`src/rtl/utp_pkg.sv`:
```
`timescale 1ns / 1ps

package utp_pkg;

	// Field widths
	localparam int CHAR_W  = 8;
	localparam int VALUE_W = 32;
	localparam int BASE_W  = 6;
	localparam int DIGIT_W = 6;
	localparam int POS_W   = 13;
	localparam int MAC_W   = VALUE_W + BASE_W + 1;
	localparam int OUT_W   = 48;

	// Position counter saturation point
	localparam logic [POS_W-1:0] MAX_CHARS = POS_W'(4096);

	// Radix values
	localparam logic [BASE_W-1:0] BASE_AUTO  = BASE_W'(0);
	localparam logic [BASE_W-1:0] BASE_MIN   = BASE_W'(2);
	localparam logic [BASE_W-1:0] BASE_OCT   = BASE_W'(8);
	localparam logic [BASE_W-1:0] BASE_DEC   = BASE_W'(10);
	localparam logic [BASE_W-1:0] BASE_HEX   = BASE_W'(16);
	localparam logic [BASE_W-1:0] BASE_MAX   = BASE_W'(36);
	localparam logic [BASE_W-1:0] BASE_RESET = BASE_DEC;

	// Character codes
	localparam logic [CHAR_W-1:0] CH_TAB   = 8'h09;
	localparam logic [CHAR_W-1:0] CH_CR    = 8'h0D;
	localparam logic [CHAR_W-1:0] CH_SPACE = 8'h20;
	localparam logic [CHAR_W-1:0] CH_PLUS  = 8'h2B;
	localparam logic [CHAR_W-1:0] CH_MINUS = 8'h2D;
	localparam logic [CHAR_W-1:0] CH_ZERO  = 8'h30;
	localparam logic [CHAR_W-1:0] CH_NINE  = 8'h39;
	localparam logic [CHAR_W-1:0] CH_UP_A  = 8'h41;
	localparam logic [CHAR_W-1:0] CH_UP_X  = 8'h58;
	localparam logic [CHAR_W-1:0] CH_UP_Z  = 8'h5A;
	localparam logic [CHAR_W-1:0] CH_LO_A  = 8'h61;
	localparam logic [CHAR_W-1:0] CH_LO_X  = 8'h78;
	localparam logic [CHAR_W-1:0] CH_LO_Z  = 8'h7A;

	// Letter digits start at ten
	localparam logic [CHAR_W-1:0] LETTER_OFS = 8'd10;

	// Parser phases, one-hot
	typedef enum logic [5:0] {
		PH_IDLE      = 6'b000001,
		PH_LEAD      = 6'b000010,
		PH_AFTERSIGN = 6'b000100,
		PH_LEADZERO  = 6'b001000,
		PH_XPEND     = 6'b010000,
		PH_DIGITS    = 6'b100000
	} phase_t;

	// Classification of one character
	typedef struct packed {
		logic               is_space;
		logic               is_plus;
		logic               is_minus;
		logic               is_zero;
		logic               is_x;
		logic               digit_ok;
		logic [DIGIT_W-1:0] digit;
	} char_class_t;

	// Saturating position increment
	function automatic logic [POS_W-1:0] sat_next(input logic [POS_W-1:0] pos);
		logic [POS_W-1:0] r;
		r = (pos >= MAX_CHARS) ? MAX_CHARS : pos + POS_W'(1);
		return r;
	endfunction

endpackage

```
`src/rtl/unsigned_integer_text_parser_core.sv`:
```
`timescale 1ns / 1ps

// Streaming text-to-unsigned converter in the manner of strtoul. One character
// is taken per clock cycle while the result side is not stalled: each transfer
// is registered in the input stage, then classified and folded into the 32-bit
// accumulator (one multiply by the radix plus the digit) when that stage
// advances, and the result register is loaded from there. That accumulator
// update is the loop that sets the rate. A result that waits on m_tready
// holds the input stage, so s_tready then follows m_tready. tuser marks the
// first character of a string; leading whitespace and one sign are skipped, a
// radix of 0 detects 0x/0 prefixes, and the first character that is not
// accepted yields one result. Characters after that are dropped until the next
// start flag. The radix register is latched at each string start; write it
// only while idle.
module unsigned_integer_text_parser_core (
	input  logic                            clk,
	input  logic                            arst_n,
	// Radix register write
	input  logic                            cfg_valid,
	output logic                            cfg_ready,
	input  logic [utp_pkg::BASE_W-1:0]      cfg_data,
	// Character stream
	input  logic                            s_tvalid,
	output logic                            s_tready,
	input  logic [7:0]                      s_tdata,  // [7:0] char_code
	input  logic                            s_tuser,  // [0] starts_string
	// Result stream
	output logic                            m_tvalid,
	input  logic                            m_tready,
	// [31:0] parsed_value, [32] overflowed, [33] saw_digits, [46:34] end_offset,
	// [47] zero
	output logic [utp_pkg::OUT_W-1:0]       m_tdata
);

	// Configuration and parse state
	logic [utp_pkg::BASE_W-1:0]  number_base_q;
	utp_pkg::phase_t             phase_q;
	logic                        neg_q;
	logic [utp_pkg::BASE_W-1:0]  base_q;
	logic [utp_pkg::VALUE_W-1:0] acc_q;
	logic                        ovf_q;
	logic                        dig_q;
	logic [utp_pkg::POS_W-1:0]   pos_q;
	logic [utp_pkg::POS_W-1:0]   lde_q;

	// Input stage
	logic                        valid_s1;
	logic [utp_pkg::CHAR_W-1:0]  char_s1;
	logic                        start_s1;

	// Result register
	logic                        out_valid_q;
	logic [utp_pkg::OUT_W-1:0]   out_data_q;

	// Effective (start-adjusted) and next state
	utp_pkg::phase_t             e_phase, n_phase, eff_phase;
	logic                        e_neg, n_neg;
	logic [utp_pkg::BASE_W-1:0]  e_base, n_base, use_base;
	logic [utp_pkg::VALUE_W-1:0] e_acc, n_acc, fin_value;
	logic                        e_ovf, n_ovf;
	logic                        e_dig, n_dig;
	logic [utp_pkg::POS_W-1:0]   e_pos, n_pos, pos_next;
	logic [utp_pkg::POS_W-1:0]   e_lde, n_lde;
	logic [utp_pkg::MAC_W-1:0]   mac;
	logic                        try_digit, take, emit;

	logic                        advance, proc_fire;
	utp_pkg::char_class_t        cls;

	utp_char_class u_class (
		.char_code (char_s1),
		.cls       (cls)
	);

	// Handshake: the input stage moves whenever the result register can take data
	assign advance   = !out_valid_q || m_tready;
	assign proc_fire = valid_s1 && advance;
	assign s_tready  = !valid_s1 || advance;
	assign cfg_ready = 1'b1;
	assign m_tvalid  = out_valid_q;
	assign m_tdata   = out_data_q;

	// Parse one character against the current state
	always_comb begin
		if (start_s1) begin
			e_phase = utp_pkg::PH_LEAD;
			e_neg   = 1'b0;
			e_base  = number_base_q;
			e_acc   = '0;
			e_ovf   = 1'b0;
			e_dig   = 1'b0;
			e_pos   = '0;
			e_lde   = '0;
		end else begin
			e_phase = phase_q;
			e_neg   = neg_q;
			e_base  = base_q;
			e_acc   = acc_q;
			e_ovf   = ovf_q;
			e_dig   = dig_q;
			e_pos   = pos_q;
			e_lde   = lde_q;
		end

		n_phase   = e_phase;
		n_neg     = e_neg;
		n_base    = e_base;
		n_acc     = e_acc;
		n_ovf     = e_ovf;
		n_dig     = e_dig;
		n_pos     = e_pos;
		n_lde     = e_lde;
		pos_next  = utp_pkg::sat_next(e_pos);
		use_base  = e_base;
		try_digit = 1'b0;
		eff_phase = (e_phase == utp_pkg::PH_LEAD) ? utp_pkg::PH_AFTERSIGN : e_phase;

		if (e_phase != utp_pkg::PH_IDLE) begin
			n_pos = pos_next;
			if (e_phase == utp_pkg::PH_LEAD && cls.is_space) begin
				n_phase = utp_pkg::PH_LEAD;
			end else if (e_phase == utp_pkg::PH_LEAD && (cls.is_plus || cls.is_minus)) begin
				n_neg   = cls.is_minus;
				n_phase = utp_pkg::PH_AFTERSIGN;
			end else begin
				unique case (eff_phase)
					utp_pkg::PH_AFTERSIGN: begin
						if (cls.is_zero &&
							(e_base == utp_pkg::BASE_AUTO || e_base == utp_pkg::BASE_HEX)) begin
							n_dig   = 1'b1;
							n_lde   = pos_next;
							n_phase = utp_pkg::PH_LEADZERO;
						end else begin
							use_base  = (e_base == utp_pkg::BASE_AUTO) ? utp_pkg::BASE_DEC : e_base;
							try_digit = 1'b1;
						end
					end
					utp_pkg::PH_LEADZERO: begin
						if (cls.is_x) begin
							n_base  = utp_pkg::BASE_HEX;
							n_phase = utp_pkg::PH_XPEND;
						end else begin
							use_base  = (e_base == utp_pkg::BASE_AUTO) ? utp_pkg::BASE_OCT : e_base;
							try_digit = 1'b1;
						end
					end
					default: begin
						// Pending hex prefix and plain digit runs both use the latched radix
						try_digit = 1'b1;
					end
				endcase
			end
		end

		// Accept a digit below the radix, otherwise end the string
		take = try_digit && cls.digit_ok &&
			use_base >= utp_pkg::BASE_MIN && use_base <= utp_pkg::BASE_MAX &&
			cls.digit < use_base;
		emit = try_digit && !take;
		mac  = utp_pkg::MAC_W'(e_acc) * utp_pkg::MAC_W'(use_base) + utp_pkg::MAC_W'(cls.digit);

		if (try_digit) begin
			n_base = use_base;
		end
		if (take) begin
			if (mac[utp_pkg::MAC_W-1:utp_pkg::VALUE_W] != '0) begin
				n_ovf = 1'b1;
			end else begin
				n_acc = mac[utp_pkg::VALUE_W-1:0];
			end
			n_dig   = 1'b1;
			n_lde   = pos_next;
			n_phase = utp_pkg::PH_DIGITS;
		end
		if (emit) begin
			n_phase = utp_pkg::PH_IDLE;
		end

		// Saturate on overflow, negate modulo 2^32 on minus
		if (e_ovf) begin
			fin_value = '1;
		end else if (e_neg) begin
			fin_value = ~e_acc + utp_pkg::VALUE_W'(1);
		end else begin
			fin_value = e_acc;
		end
	end

	// Hold the radix register
	always_ff @(posedge clk or negedge arst_n) begin
		if (!arst_n) begin
			number_base_q <= utp_pkg::BASE_RESET;
		end else if (cfg_valid && cfg_ready) begin
			number_base_q <= cfg_data;
		end
	end

	// Capture each input transfer
	always_ff @(posedge clk or negedge arst_n) begin
		if (!arst_n) begin
			valid_s1 <= 1'b0;
		end else if (s_tready) begin
			valid_s1 <= s_tvalid;
		end
	end

	always_ff @(posedge clk) begin
		if (s_tready && s_tvalid) begin
			char_s1  <= s_tdata;
			start_s1 <= s_tuser;
		end
	end

	// Advance the parse state
	always_ff @(posedge clk or negedge arst_n) begin
		if (!arst_n) begin
			phase_q <= utp_pkg::PH_IDLE;
			neg_q   <= 1'b0;
			base_q  <= utp_pkg::BASE_RESET;
			acc_q   <= '0;
			ovf_q   <= 1'b0;
			dig_q   <= 1'b0;
			pos_q   <= '0;
			lde_q   <= '0;
		end else if (proc_fire) begin
			phase_q <= n_phase;
			neg_q   <= n_neg;
			base_q  <= n_base;
			acc_q   <= n_acc;
			ovf_q   <= n_ovf;
			dig_q   <= n_dig;
			pos_q   <= n_pos;
			lde_q   <= n_lde;
		end
	end

	// Load the result register
	always_ff @(posedge clk or negedge arst_n) begin
		if (!arst_n) begin
			out_valid_q <= 1'b0;
		end else if (advance) begin
			out_valid_q <= valid_s1 && emit;
		end
	end

	always_ff @(posedge clk) begin
		if (proc_fire && emit) begin
			out_data_q <= {1'b0, (e_dig ? e_lde : utp_pkg::POS_W'(0)), e_dig, e_ovf, fin_value};
		end
	end

	// A result ends the string
	a_emit_idle: assert property (@(posedge clk) disable iff (!arst_n)
		proc_fire && emit |=> phase_q == utp_pkg::PH_IDLE)
		else $error("parser not idle after result");

	// Nothing comes out of an idle parser without a start flag
	a_idle_quiet: assert property (@(posedge clk) disable iff (!arst_n)
		proc_fire && phase_q == utp_pkg::PH_IDLE && !start_s1 |-> !emit)
		else $error("result from idle parser");

	// Overflow always reports all ones
	a_ovf_sat: assert property (@(posedge clk) disable iff (!arst_n)
		m_tvalid && m_tdata[32] |-> m_tdata[31:0] == '1)
		else $error("overflow result not saturated");

	// No digits means zero value and zero offset
	a_no_digits: assert property (@(posedge clk) disable iff (!arst_n)
		m_tvalid && !m_tdata[33] |-> m_tdata[31:0] == '0 && m_tdata[46:34] == '0 && !m_tdata[32])
		else $error("digit-free result not empty");

	// Position counters stay within bound
	a_pos_bound: assert property (@(posedge clk) disable iff (!arst_n)
		pos_q <= utp_pkg::MAX_CHARS && lde_q <= pos_q)
		else $error("position counter out of range");

endmodule

```
`src/rtl/utp_char_class.sv`:
```
`timescale 1ns / 1ps

module utp_char_class (
	input  logic [utp_pkg::CHAR_W-1:0] char_code,
	output utp_pkg::char_class_t       cls
);

	logic [utp_pkg::CHAR_W-1:0] digit_full;

	// Map ASCII digits and letters to their digit value
	always_comb begin
		digit_full   = '0;
		cls.digit_ok = 1'b0;
		if (char_code >= utp_pkg::CH_ZERO && char_code <= utp_pkg::CH_NINE) begin
			digit_full   = char_code - utp_pkg::CH_ZERO;
			cls.digit_ok = 1'b1;
		end else if (char_code >= utp_pkg::CH_LO_A && char_code <= utp_pkg::CH_LO_Z) begin
			digit_full   = char_code - utp_pkg::CH_LO_A + utp_pkg::LETTER_OFS;
			cls.digit_ok = 1'b1;
		end else if (char_code >= utp_pkg::CH_UP_A && char_code <= utp_pkg::CH_UP_Z) begin
			digit_full   = char_code - utp_pkg::CH_UP_A + utp_pkg::LETTER_OFS;
			cls.digit_ok = 1'b1;
		end
		cls.digit = digit_full[utp_pkg::DIGIT_W-1:0];

		// Flag the punctuation and prefix characters
		cls.is_space = (char_code == utp_pkg::CH_SPACE) ||
			(char_code >= utp_pkg::CH_TAB && char_code <= utp_pkg::CH_CR);
		cls.is_plus  = (char_code == utp_pkg::CH_PLUS);
		cls.is_minus = (char_code == utp_pkg::CH_MINUS);
		cls.is_zero  = (char_code == utp_pkg::CH_ZERO);
		cls.is_x     = (char_code == utp_pkg::CH_LO_X) || (char_code == utp_pkg::CH_UP_X);
	end

endmodule

```
`config.mk`:
```
export PLATFORM = sky130hd
export DESIGN_NAME = unsigned_integer_text_parser_core
export DESIGN_NICKNAME = d
export VERILOG_FILES = /design/src/rtl/utp_pkg.sv /design/src/rtl/unsigned_integer_text_parser_core.sv /design/src/rtl/utp_char_class.sv
export SDC_FILE = /design/constraint.sdc
export NUM_CORES = 1
export LEC_CHECK = 0
export BUFFER_PORTS_ARGS = -buffer_cell sky130_fd_sc_hd__buf_2
export CORE_AREA = 2 2 163 165
export CTS_BUF_LIST = sky130_fd_sc_hd__clkbuf_2 sky130_fd_sc_hd__clkbuf_4 sky130_fd_sc_hd__clkbuf_8
export DETAILED_ROUTE_END_ITERATION = 6
export DIE_AREA = 0 0 165 167
export PLACE_DENSITY = 0.79
export RECOVER_POWER = 100
export SYNTH_ARGS = -nofsm -noshare
export SYNTH_HDL_FRONTEND = slang
export SYNTH_HIERARCHICAL = 1
export SYNTH_SLANG_ARGS = --single-unit
```
`constraint.sdc`:
```
create_clock -name clk -period 20.2 [get_ports clk]
set_input_delay 1.01 -clock clk [delete_from_list [all_inputs] [get_ports clk]]
set_output_delay 1.01 -clock clk [all_outputs]
set_load 0.01 [all_outputs]
```
==> results of run 1 <==
[critical path, stage by stage (launching register included)]
cell                       delay [ns]
sky130_fd_sc_hd__edfxtp_1        0.33
sky130_fd_sc_hd__clkbuf_1        1.78
sky130_fd_sc_hd__clkbuf_1        2.07
sky130_fd_sc_hd__o22ai_1         0.59
sky130_fd_sc_hd__a21oi_1         0.49
sky130_fd_sc_hd__nor3_1          0.13
sky130_fd_sc_hd__a21oi_2         0.13
sky130_fd_sc_hd__clkbuf_1        1.11
sky130_fd_sc_hd__nor2_1          0.38
sky130_fd_sc_hd__and2_1          0.36
sky130_fd_sc_hd__fa_1            0.48
sky130_fd_sc_hd__fa_1            0.53
sky130_fd_sc_hd__fa_1            0.52
sky130_fd_sc_hd__ha_1            0.31
sky130_fd_sc_hd__ha_1            0.39
sky130_fd_sc_hd__a211oi_1        0.28
sky130_fd_sc_hd__o221ai_1        0.22
sky130_fd_sc_hd__o21ai_0         0.63
sky130_fd_sc_hd__nand3_1         0.29
sky130_fd_sc_hd__o211a_1         0.28
sky130_fd_sc_hd__a211oi_1        0.38
sky130_fd_sc_hd__nand4_4         0.15
sky130_fd_sc_hd__nor4b_1         0.41
sky130_fd_sc_hd__buf_4           0.57
sky130_fd_sc_hd__mux2i_1         0.29
[cell families (layout without fill, tap and decap cells)]
group           count (synthesis)  in the layout  synth area share
other cells                     2              2          0.000538
xor+xnor                       69             69            0.0433
fa+ha+maj                     225            225             0.268
simple gates                  519            519             0.202
buf+inv                       148            184            0.0503
compound gates                274            274             0.129
mux                            54             54            0.0403
flops                         137            137             0.266
[power breakdown]
| part | internal (uW) | switching, uW | total (uW) | leakage (uW) |
|---|---|---|---|---|
| Sequential | 338 | 49.1 | 387 | 0.00163 |
| Clock | 95.8 | 148 | 243 | 0.000211 |
| Combinational | 63.4 | 148 | 211 | 0.00505 |
[worst paths after layout]
kind / slack (ns) / startpoint / to
setup / recovery: 6.84 / start_s1$_DFFE_PP_ / acc_q[8]$_DFFE_PN0P_
hold / removal: 0.48 / dig_q$_DFFE_PN0P_ / dig_q$_DFFE_PN0P_
setup reg to reg: 6.84 / start_s1$_DFFE_PP_ / acc_q[8]$_DFFE_PN0P_
hold reg to reg: 0.48 / dig_q$_DFFE_PN0P_ / dig_q$_DFFE_PN0P_
max in group asynchronous: 15.63 / arst_n / acc_q[18]$_DFFE_PN0P_
min in group asynchronous: 0.67 / arst_n / pos_q[6]$_DFFE_PN0P_
[layout by cell type, fill, tap and decap left out, types with 6 or more instances in the layout]
cell type / n
sky130_fd_sc_hd__nor2b_1: 33
sky130_fd_sc_hd__o31ai_1: 20
sky130_fd_sc_hd__nand2b_1: 37
sky130_fd_sc_hd__a22o_1: 14
sky130_fd_sc_hd__a31oi_1: 9
sky130_fd_sc_hd__nand2_1: 99
sky130_fd_sc_hd__a21oi_1: 85
sky130_fd_sc_hd__buf_2: 16
sky130_fd_sc_hd__nor3_1: 19
sky130_fd_sc_hd__nand4_1: 9
sky130_fd_sc_hd__xnor2_1: 21
sky130_fd_sc_hd__nor4_1: 7
sky130_fd_sc_hd__mux2_2: 17
sky130_fd_sc_hd__edfxtp_1: 56
sky130_fd_sc_hd__ha_1: 101
sky130_fd_sc_hd__o21bai_1: 11
sky130_fd_sc_hd__inv_1: 75
sky130_fd_sc_hd__a21o_1: 20
sky130_fd_sc_hd__xor2_1: 48
sky130_fd_sc_hd__and3_1: 6
sky130_fd_sc_hd__o21ai_0: 49
sky130_fd_sc_hd__clkbuf_1: 57
sky130_fd_sc_hd__o21ai_1: 7
sky130_fd_sc_hd__mux2i_1: 37
sky130_fd_sc_hd__clkinv_8: 6
sky130_fd_sc_hd__dfrtp_1: 76
sky130_fd_sc_hd__and2_0: 14
sky130_fd_sc_hd__clkbuf_8: 17
sky130_fd_sc_hd__and2_1: 122
sky130_fd_sc_hd__nand3_1: 16
sky130_fd_sc_hd__fa_1: 124
sky130_fd_sc_hd__a211oi_1: 10
sky130_fd_sc_hd__or2_2: 9
sky130_fd_sc_hd__nor2_1: 112
[registers in the layout, indices dropped and copies added, names as in the netlist]
| register | flops |
|---|---|
| start_s1 | 1 |
| valid_s1 | 1 |
| ovf_q | 1 |
| base_q | 6 |
| lde_q | 13 |
| acc_q | 32 |
| phase_q | 6 |
| dig_q | 1 |
| char_s1 | 8 |
| number_base_q | 6 |
| pos_q | 13 |
| m_tvalid | 1 |
| m_tdata | 47 |
| neg_q | 1 |
[through the flow]
step	setup WS (ns)	total power [uW]	instance area, um^2	instances	hold slack (ns)
after floorplan	13.02	519	14000	1428	0.442
after global placement	11.82	597	14400	1767	0.455
after detailed placement	11.58	604	14400	1767	0.462
after CTS	11.53	844	14800	1799	0.370
after global routing	6.12	878	14700	1799	0.518
final	6.84	842	14700	1799	0.482
[layout make-up]
| class | count | area share |
|---|---|---|
| Clock buffer | 17 | 0.0159 |
| Tap cell | 335 | 0.0286 |
| Inverter | 76 | 0.0194 |
| Timing Repair Buffer | 76 | 0.0216 |
| Multi-Input combinational cell | 1143 | 0.648 |
| Sequential cell | 137 | 0.253 |
| Clock inverter | 15 | 0.0129 |
[layer usage]
layer,up-vias,share of wire,global-route usage
met4,0,0.026,0.0798
met2,455,0.48,0.426
met5,-,0,0
met3,86,0.066,0.0423
li1,4948,-,-
met1,5420,0.42,0.354
==> impl_summary.md, run 1 <==
Outcome
The run finished, with violations left. The final reports fail on capacitance limit, slew limit.

Clocking
The number of gates resized after CTS was 0. The clock transition time at the flip-flop clock pins of the worst setup and hold paths is 0.10 ns. The H-tree level count is 4. The TritonCTS clock tree is yes. The number of clock buffers added by TritonCTS is 17. The sink count of the clock tree is roughly 140. The number of post-CTS setup repair buffers is 0. The root cell of the clock tree is sky130_fd_sc_hd__clkbuf_8. The longest clock path from root to sink contains 2 buffers.

Clock latency on the worst-skew pair, taken at its later pin, is between 0.4 and 0.5 ns. After clock tree synthesis, the flow added hold-fix buffers numbering 0.

Timing
Setup violations remaining at the end of the flow were counted as 0. The post-route setup TNS is 0 ns. The maximum operating frequency is roughly 0.075 GHz. The final critical delay including setup and external delays is 13.36 ns. Setup repair after global routing left no endpoint under its margin. On the final layout, the worst clock skew is ~0.016 ns. The share of the cycle needed by the critical path after routing is 0.661. For the pin with the worst max-slew slack, the measured transition is 3.53 ns. The final number of hold-violating endpoints came to 0.

The worst pin sits at a relative slew slack of -1.35. The max-slew violation total from the final report is about 270.

Drt
After detailed routing, the number of remaining DRC violations is 0. The number of iterations in the first detailed-routing pass is 7. The detailed-route vias per instance is about 6.1. The wire length per cell is ~19 um. The final routed wirelength across all metal layers is 34.5 mm. Once detail routing completed, the nets flagged for antenna violations numbered 0. After the first detailed-routing iteration, the DRC count stood at between 1000 and 1500.

For this block, the via count after detailed routing is 10900.

Synthesis
The post-synthesis net count is ~1700. Of all flip-flops after synthesis, the portion carrying an async set or reset was 0.591. In the post-synthesis netlist, the cell with the most instances is sky130_fd_sc_hd__and2_1.

The Yosys step of the flow raised 6 warnings. The most used flip-flop cell after synthesis is sky130_fd_sc_hd__dfrtp_1. After synthesis the netlist holds a flip-flop and latch count of 137. The commonest cells after synthesis are sky130_fd_sc_hd__and2_1 (134), sky130_fd_sc_hd__fa_1 (124), sky130_fd_sc_hd__nor2_1 (112), sky130_fd_sc_hd__ha_1 (101), sky130_fd_sc_hd__nand2_1 (98).

The share of synthesized area in the top cell type comes to 0.178. Counting flops with a built-in enable in the synthesized netlist gives 56. The count of distinct cell types in the synthesized netlist is 97. The total standard cell area after synthesis is 14000 um^2. By area the synthesized netlist is led by sky130_fd_sc_hd__fa_1 (18%), sky130_fd_sc_hd__dfrtp_1 (14%), sky130_fd_sc_hd__edfxtp_1 (12%). Synthesis handed over a netlist of ~1400 instances. Of the synthesized area, sequential elements account for 0.266. Of all cell types, the one taking the most synthesized area is sky130_fd_sc_hd__fa_1. The mean instance size in the synthesized netlist is 9.77 um^2.

Floorplanning
The count of pins on the block boundary is 71. In this run the core area contains 59 standard-cell rows. For this configuration, the core starts out at a cell density of 0.542.

The floorplan step defined a die boundary enclosing 27600 um^2. The placeable core region is 25800 um^2. In this run the vertical extent of the chip is 167 um. The overall die width is 165 um.

Final layout
0 antenna diodes ended up in the layout. Relative to the synthesized area, the layout overhead comes to 5.15%. Across the whole layout, storage elements account for ~3700 um^2. At the end of the flow, the number of nets in the layout was ~1700.

The proportion of layout cells with a drive suffix above 1 is 0.0738. The final core area utilization is 0.570. The number of filler cells placed in the layout is 2222. The area taken by multi-input logic gates is 9520 um^2.

Critical path
STA classifies the critical path endpoint as a flop. Of all nets on the critical path, the largest fanout is approximately 70. The element type at the critical path start is a flop. STA puts the critical path data arrival time at 13.76 ns. The required arrival time at the worst endpoint is 20.60 ns. The path type of the worst setup path is reg -> reg.

The number of cells on the worst reg-to-reg path is 24.

Placed design
The congestion estimate from routability-driven global placement came to ~0.92. The placed wire-length estimate is around 25 mm. Port buffering added slightly below 70 buffers.

Global route
The aggregate global-route resource usage is 0.260. The number of global-route vias before repair is roughly 11000. After global routing the overflow that remains totals 0. The first global-routing pass estimated approximately 57 mm of wire. The number of antenna violations at the first check in global routing is 0. The pin count of the biggest net entering global routing is 69.

Pwr
Across the VDD grid, the largest voltage drop is around 0.043 mV. Summed over all cells, the static leakage comes to about 0.0069 uW. Dividing total power by cell area gives a power density of about 57 nW/um^2.

Flow run
The tool flagged a number of max-cap violations equal to 5.

Min path
The number of stages on the worst hold path is 1. The class of the tightest hold or removal check is reg -> reg.
Note: power is estimated with default switching activity, not from simulation.
==> run 2, diff against run 1 <==
--- a/config.mk
+++ b/config.mk
@@ -10,7 +10,7 @@
 export CTS_BUF_LIST = sky130_fd_sc_hd__clkbuf_2 sky130_fd_sc_hd__clkbuf_4 sky130_fd_sc_hd__clkbuf_8
 export DETAILED_ROUTE_END_ITERATION = 6
 export DIE_AREA = 0 0 165 167
-export PLACE_DENSITY = 0.79
+export PLACE_DENSITY = 0.82
 export RECOVER_POWER = 100
 export SYNTH_ARGS = -nofsm -noshare
 export SYNTH_HDL_FRONTEND = slang
==> constraint.sdc (replaced) <==
create_clock -name clk -period 11.25 [get_ports clk]
set_input_delay 0.5625 -clock clk [delete_from_list [all_inputs] [get_ports clk]]
set_output_delay 0.5625 -clock clk [all_outputs]
set_load 0.01 [all_outputs]
==> impl_summary.md, run 2 (synthesis gave the netlist of run 1 again) <==
Outcome
The run finished, with violations left. The final reports fail on capacitance limit, slew limit.

Clocking
The clock network latency to the later pin of the worst-skew pair is 0.48 ns. The longest clock path from root to sink contains 2 buffers. Gates resized during post-CTS repair numbered 0. The number of hold buffers added after CTS was 0. TritonCTS built the clock tree. The number of post-CTS setup repair buffers is 0.

TritonCTS created 17 clock buffers. The clock drives approximately 140 sinks. The clock tree synthesis step divided the H-tree into 4 levels. The root buffer cell chosen for the clock tree is sky130_fd_sc_hd__clkbuf_8. After clock tree synthesis, the clock-pin slew on the worst setup and hold paths is between 0.1 and 0.15 ns.

Timing
The total setup violations reported at the end of the flow is 0. The maximum operating frequency is between 0.1 and 0.15 GHz. Subtracting the final worst setup slack from the clock period gives between 9 and 10 ns. The max-slew violation total from the final report is ~200. The share of the cycle needed by the critical path after routing is 0.868.

For the final routed database, the setup TNS stands at 0 ns. Setup repair after global routing left no endpoint under its margin. The worst pin sits at a relative slew slack of -1.97. On the final layout, the worst clock skew is 0.0265 ns. The slew at the pin closest to its max-slew limit is roughly 4.5 ns.

The final number of hold-violating endpoints came to 0.

Global route
Entering global routing, the biggest net connects 82 pins. The first global-routing pass estimated 56.2 mm of wire. The number of global-route vias before repair is 11000. The aggregate global-route resource usage is 0.256.

Global routing finished with a remaining overflow of 0. The number of antenna violations at the first check in global routing is 0.

Pwr
In this run the static leakage power is 0.00691 uW. The highest ir drop seen on vdd is approximately 0.08 mV. The power density over cell area is ~100 nW/um^2.

Final layout
In the layout the commonest cells are sky130_fd_sc_hd__and2_1 (125), sky130_fd_sc_hd__fa_1 (124), sky130_fd_sc_hd__nor2_1 (112). The register with the most flip-flops in the layout has between 40 and 50 of them. The layout net count is 1696. The library cell used most frequently in the layout, excluding fill and tap cells, is sky130_fd_sc_hd__and2_1. The proportion of layout cells with a drive suffix above 1 is 0.0765. With fillers left out, the area of the finished cells amounts to about 15000 um^2. The antenna diode count is 0. Compared with the post-synthesis result, the final layout area differs by 5.30%.

Floorplanning
The floorplan step set the die width to ~170 um. The count of pins on the block boundary is 71. The placeable core region is ~26000 um^2.

The total die area is approximately 28000 um^2. The initial utilization of the core area, before any placement, comes to 0.542. The die outline height is 167 um. The floorplan has a little under 60 rows.

Drt
After detailed routing, the number of remaining DRC violations is 0. The wire length per cell is between 15 and 20 um. The number of iterations in the first detailed-routing pass is 5. The final routed wirelength across all metal layers is around 34 mm. For this block, the via count after detailed routing is 10900. In this run, the number of DRC markers left after iteration 0 of detailed routing was approximately 1200. The number of nets still failing antenna checks after routing is 0. After detailed routing, the number of vias per cell comes to approximately 6.0.

Min path
The class of the tightest hold or removal check is in -> reg.

Critical path
The path type of the worst setup path is reg -> reg. The kind of end point of the critical path is a flop. The maximum fanout along the worst path is 44. The element type at the critical path start is a flop. The required arrival time at the worst endpoint is between 10 and 15 ns. Data on the critical path arrives at its endpoint at 10.16 ns.

Placed design
The placed cell area is roughly 14000 um^2. The routability congestion estimate from global placement is around 0.94. The number of port buffers is slightly below 70. Detailed placement ended at an HPWL of around 25 mm.

Flow run
The max capacitance violation total is 4.
run 2: power by group:
| part | switching [uW] | internal (uW) |
|---|---|---|
| Combinational | 289 | 115 |
| Clock | 255 | 170 |
| Sequential | 71.5 | 607 |
| Total | 616 | 892 |
run 2: per-layer routing:
layer  global-route usage  up-vias  share of wire
met5                    0        -              0
met1                0.350     5406           0.42
met2                0.406      435           0.48
li1                     -     4955              -
met3               0.0513       77          0.072
met4               0.0866        0          0.027
run 2: layout make-up:
| cell class | instances | area (um^2) |
|---|---|---|
| Clock buffer | 17 | 234 |
| Clock inverter | 15 | 180 |
| Fill cell | 2186 | 11100 |
| Inverter | 76 | 285 |
| Multi-Input combinational cell | 1143 | 9540 |
| Sequential cell | 137 | 3710 |
| Tap cell | 335 | 419 |
| Timing Repair Buffer | 76 | 327 |
run 2: stage by stage:
step / utilization / power [uW] / std cells / hold slack, ns / worst slack (ns)
CTS: 0.574 / 1510 / 1799 / 0.234 / 2.71
finish: 0.570 / 1510 / 1799 / 0.249 / 1.48
floorplan: - / 931 / 1428 / 0.267 / 4.07
global route: 0.570 / 1580 / 1799 / 0.237 / 1.07
detailed placement: 0.558 / 1090 / 1767 / 0.466 / 2.79
global placement: 0.558 / 1080 / 1767 / 0.451 / 3.04
run 2: worst paths after layout:
path | start | end | slack (ns) | depth (start not counted)
hold / removal | s_tdata[3] | char_s1[3]$_DFFE_PP_ | 0.25 | 1
max in group asynchronous | arst_n | acc_q[5]$_DFFE_PN0P_ | 7.09 | 1
setup reg to reg | start_s1$_DFFE_PP_ | acc_q[7]$_DFFE_PN0P_ | 1.48 | 23
setup / recovery | start_s1$_DFFE_PP_ | acc_q[7]$_DFFE_PN0P_ | 1.48 | 23
hold reg to reg | dig_q$_DFFE_PN0P_ | dig_q$_DFFE_PN0P_ | 0.48 | 1
min in group asynchronous | arst_n | lde_q[4]$_DFFE_PN0P_ | 1.65 | 1
run 2: worst max-delay path, cell delays in order (launching register included):
cell	delay, ns
sky130_fd_sc_hd__edfxtp_1	0.43
sky130_fd_sc_hd__clkbuf_1	1.34
sky130_fd_sc_hd__o22ai_1	0.41
sky130_fd_sc_hd__a21oi_1	0.48
sky130_fd_sc_hd__nor3_1	0.14
sky130_fd_sc_hd__a21oi_2	0.16
sky130_fd_sc_hd__clkbuf_1	1.22
sky130_fd_sc_hd__nor2_1	0.18
sky130_fd_sc_hd__fa_1	0.54
sky130_fd_sc_hd__fa_1	0.52
sky130_fd_sc_hd__fa_1	0.49
sky130_fd_sc_hd__ha_1	0.31
sky130_fd_sc_hd__ha_1	0.45
sky130_fd_sc_hd__a21oi_1	0.13
sky130_fd_sc_hd__o21bai_1	0.14
sky130_fd_sc_hd__a2111oi_0	0.12
sky130_fd_sc_hd__o31ai_1	0.53
sky130_fd_sc_hd__a21oi_2	0.21
sky130_fd_sc_hd__or4_4	0.56
sky130_fd_sc_hd__o21ai_2	0.09
sky130_fd_sc_hd__nand4_4	0.13
sky130_fd_sc_hd__nor4b_4	0.26
sky130_fd_sc_hd__buf_4	0.50
sky130_fd_sc_hd__mux2i_1	0.26
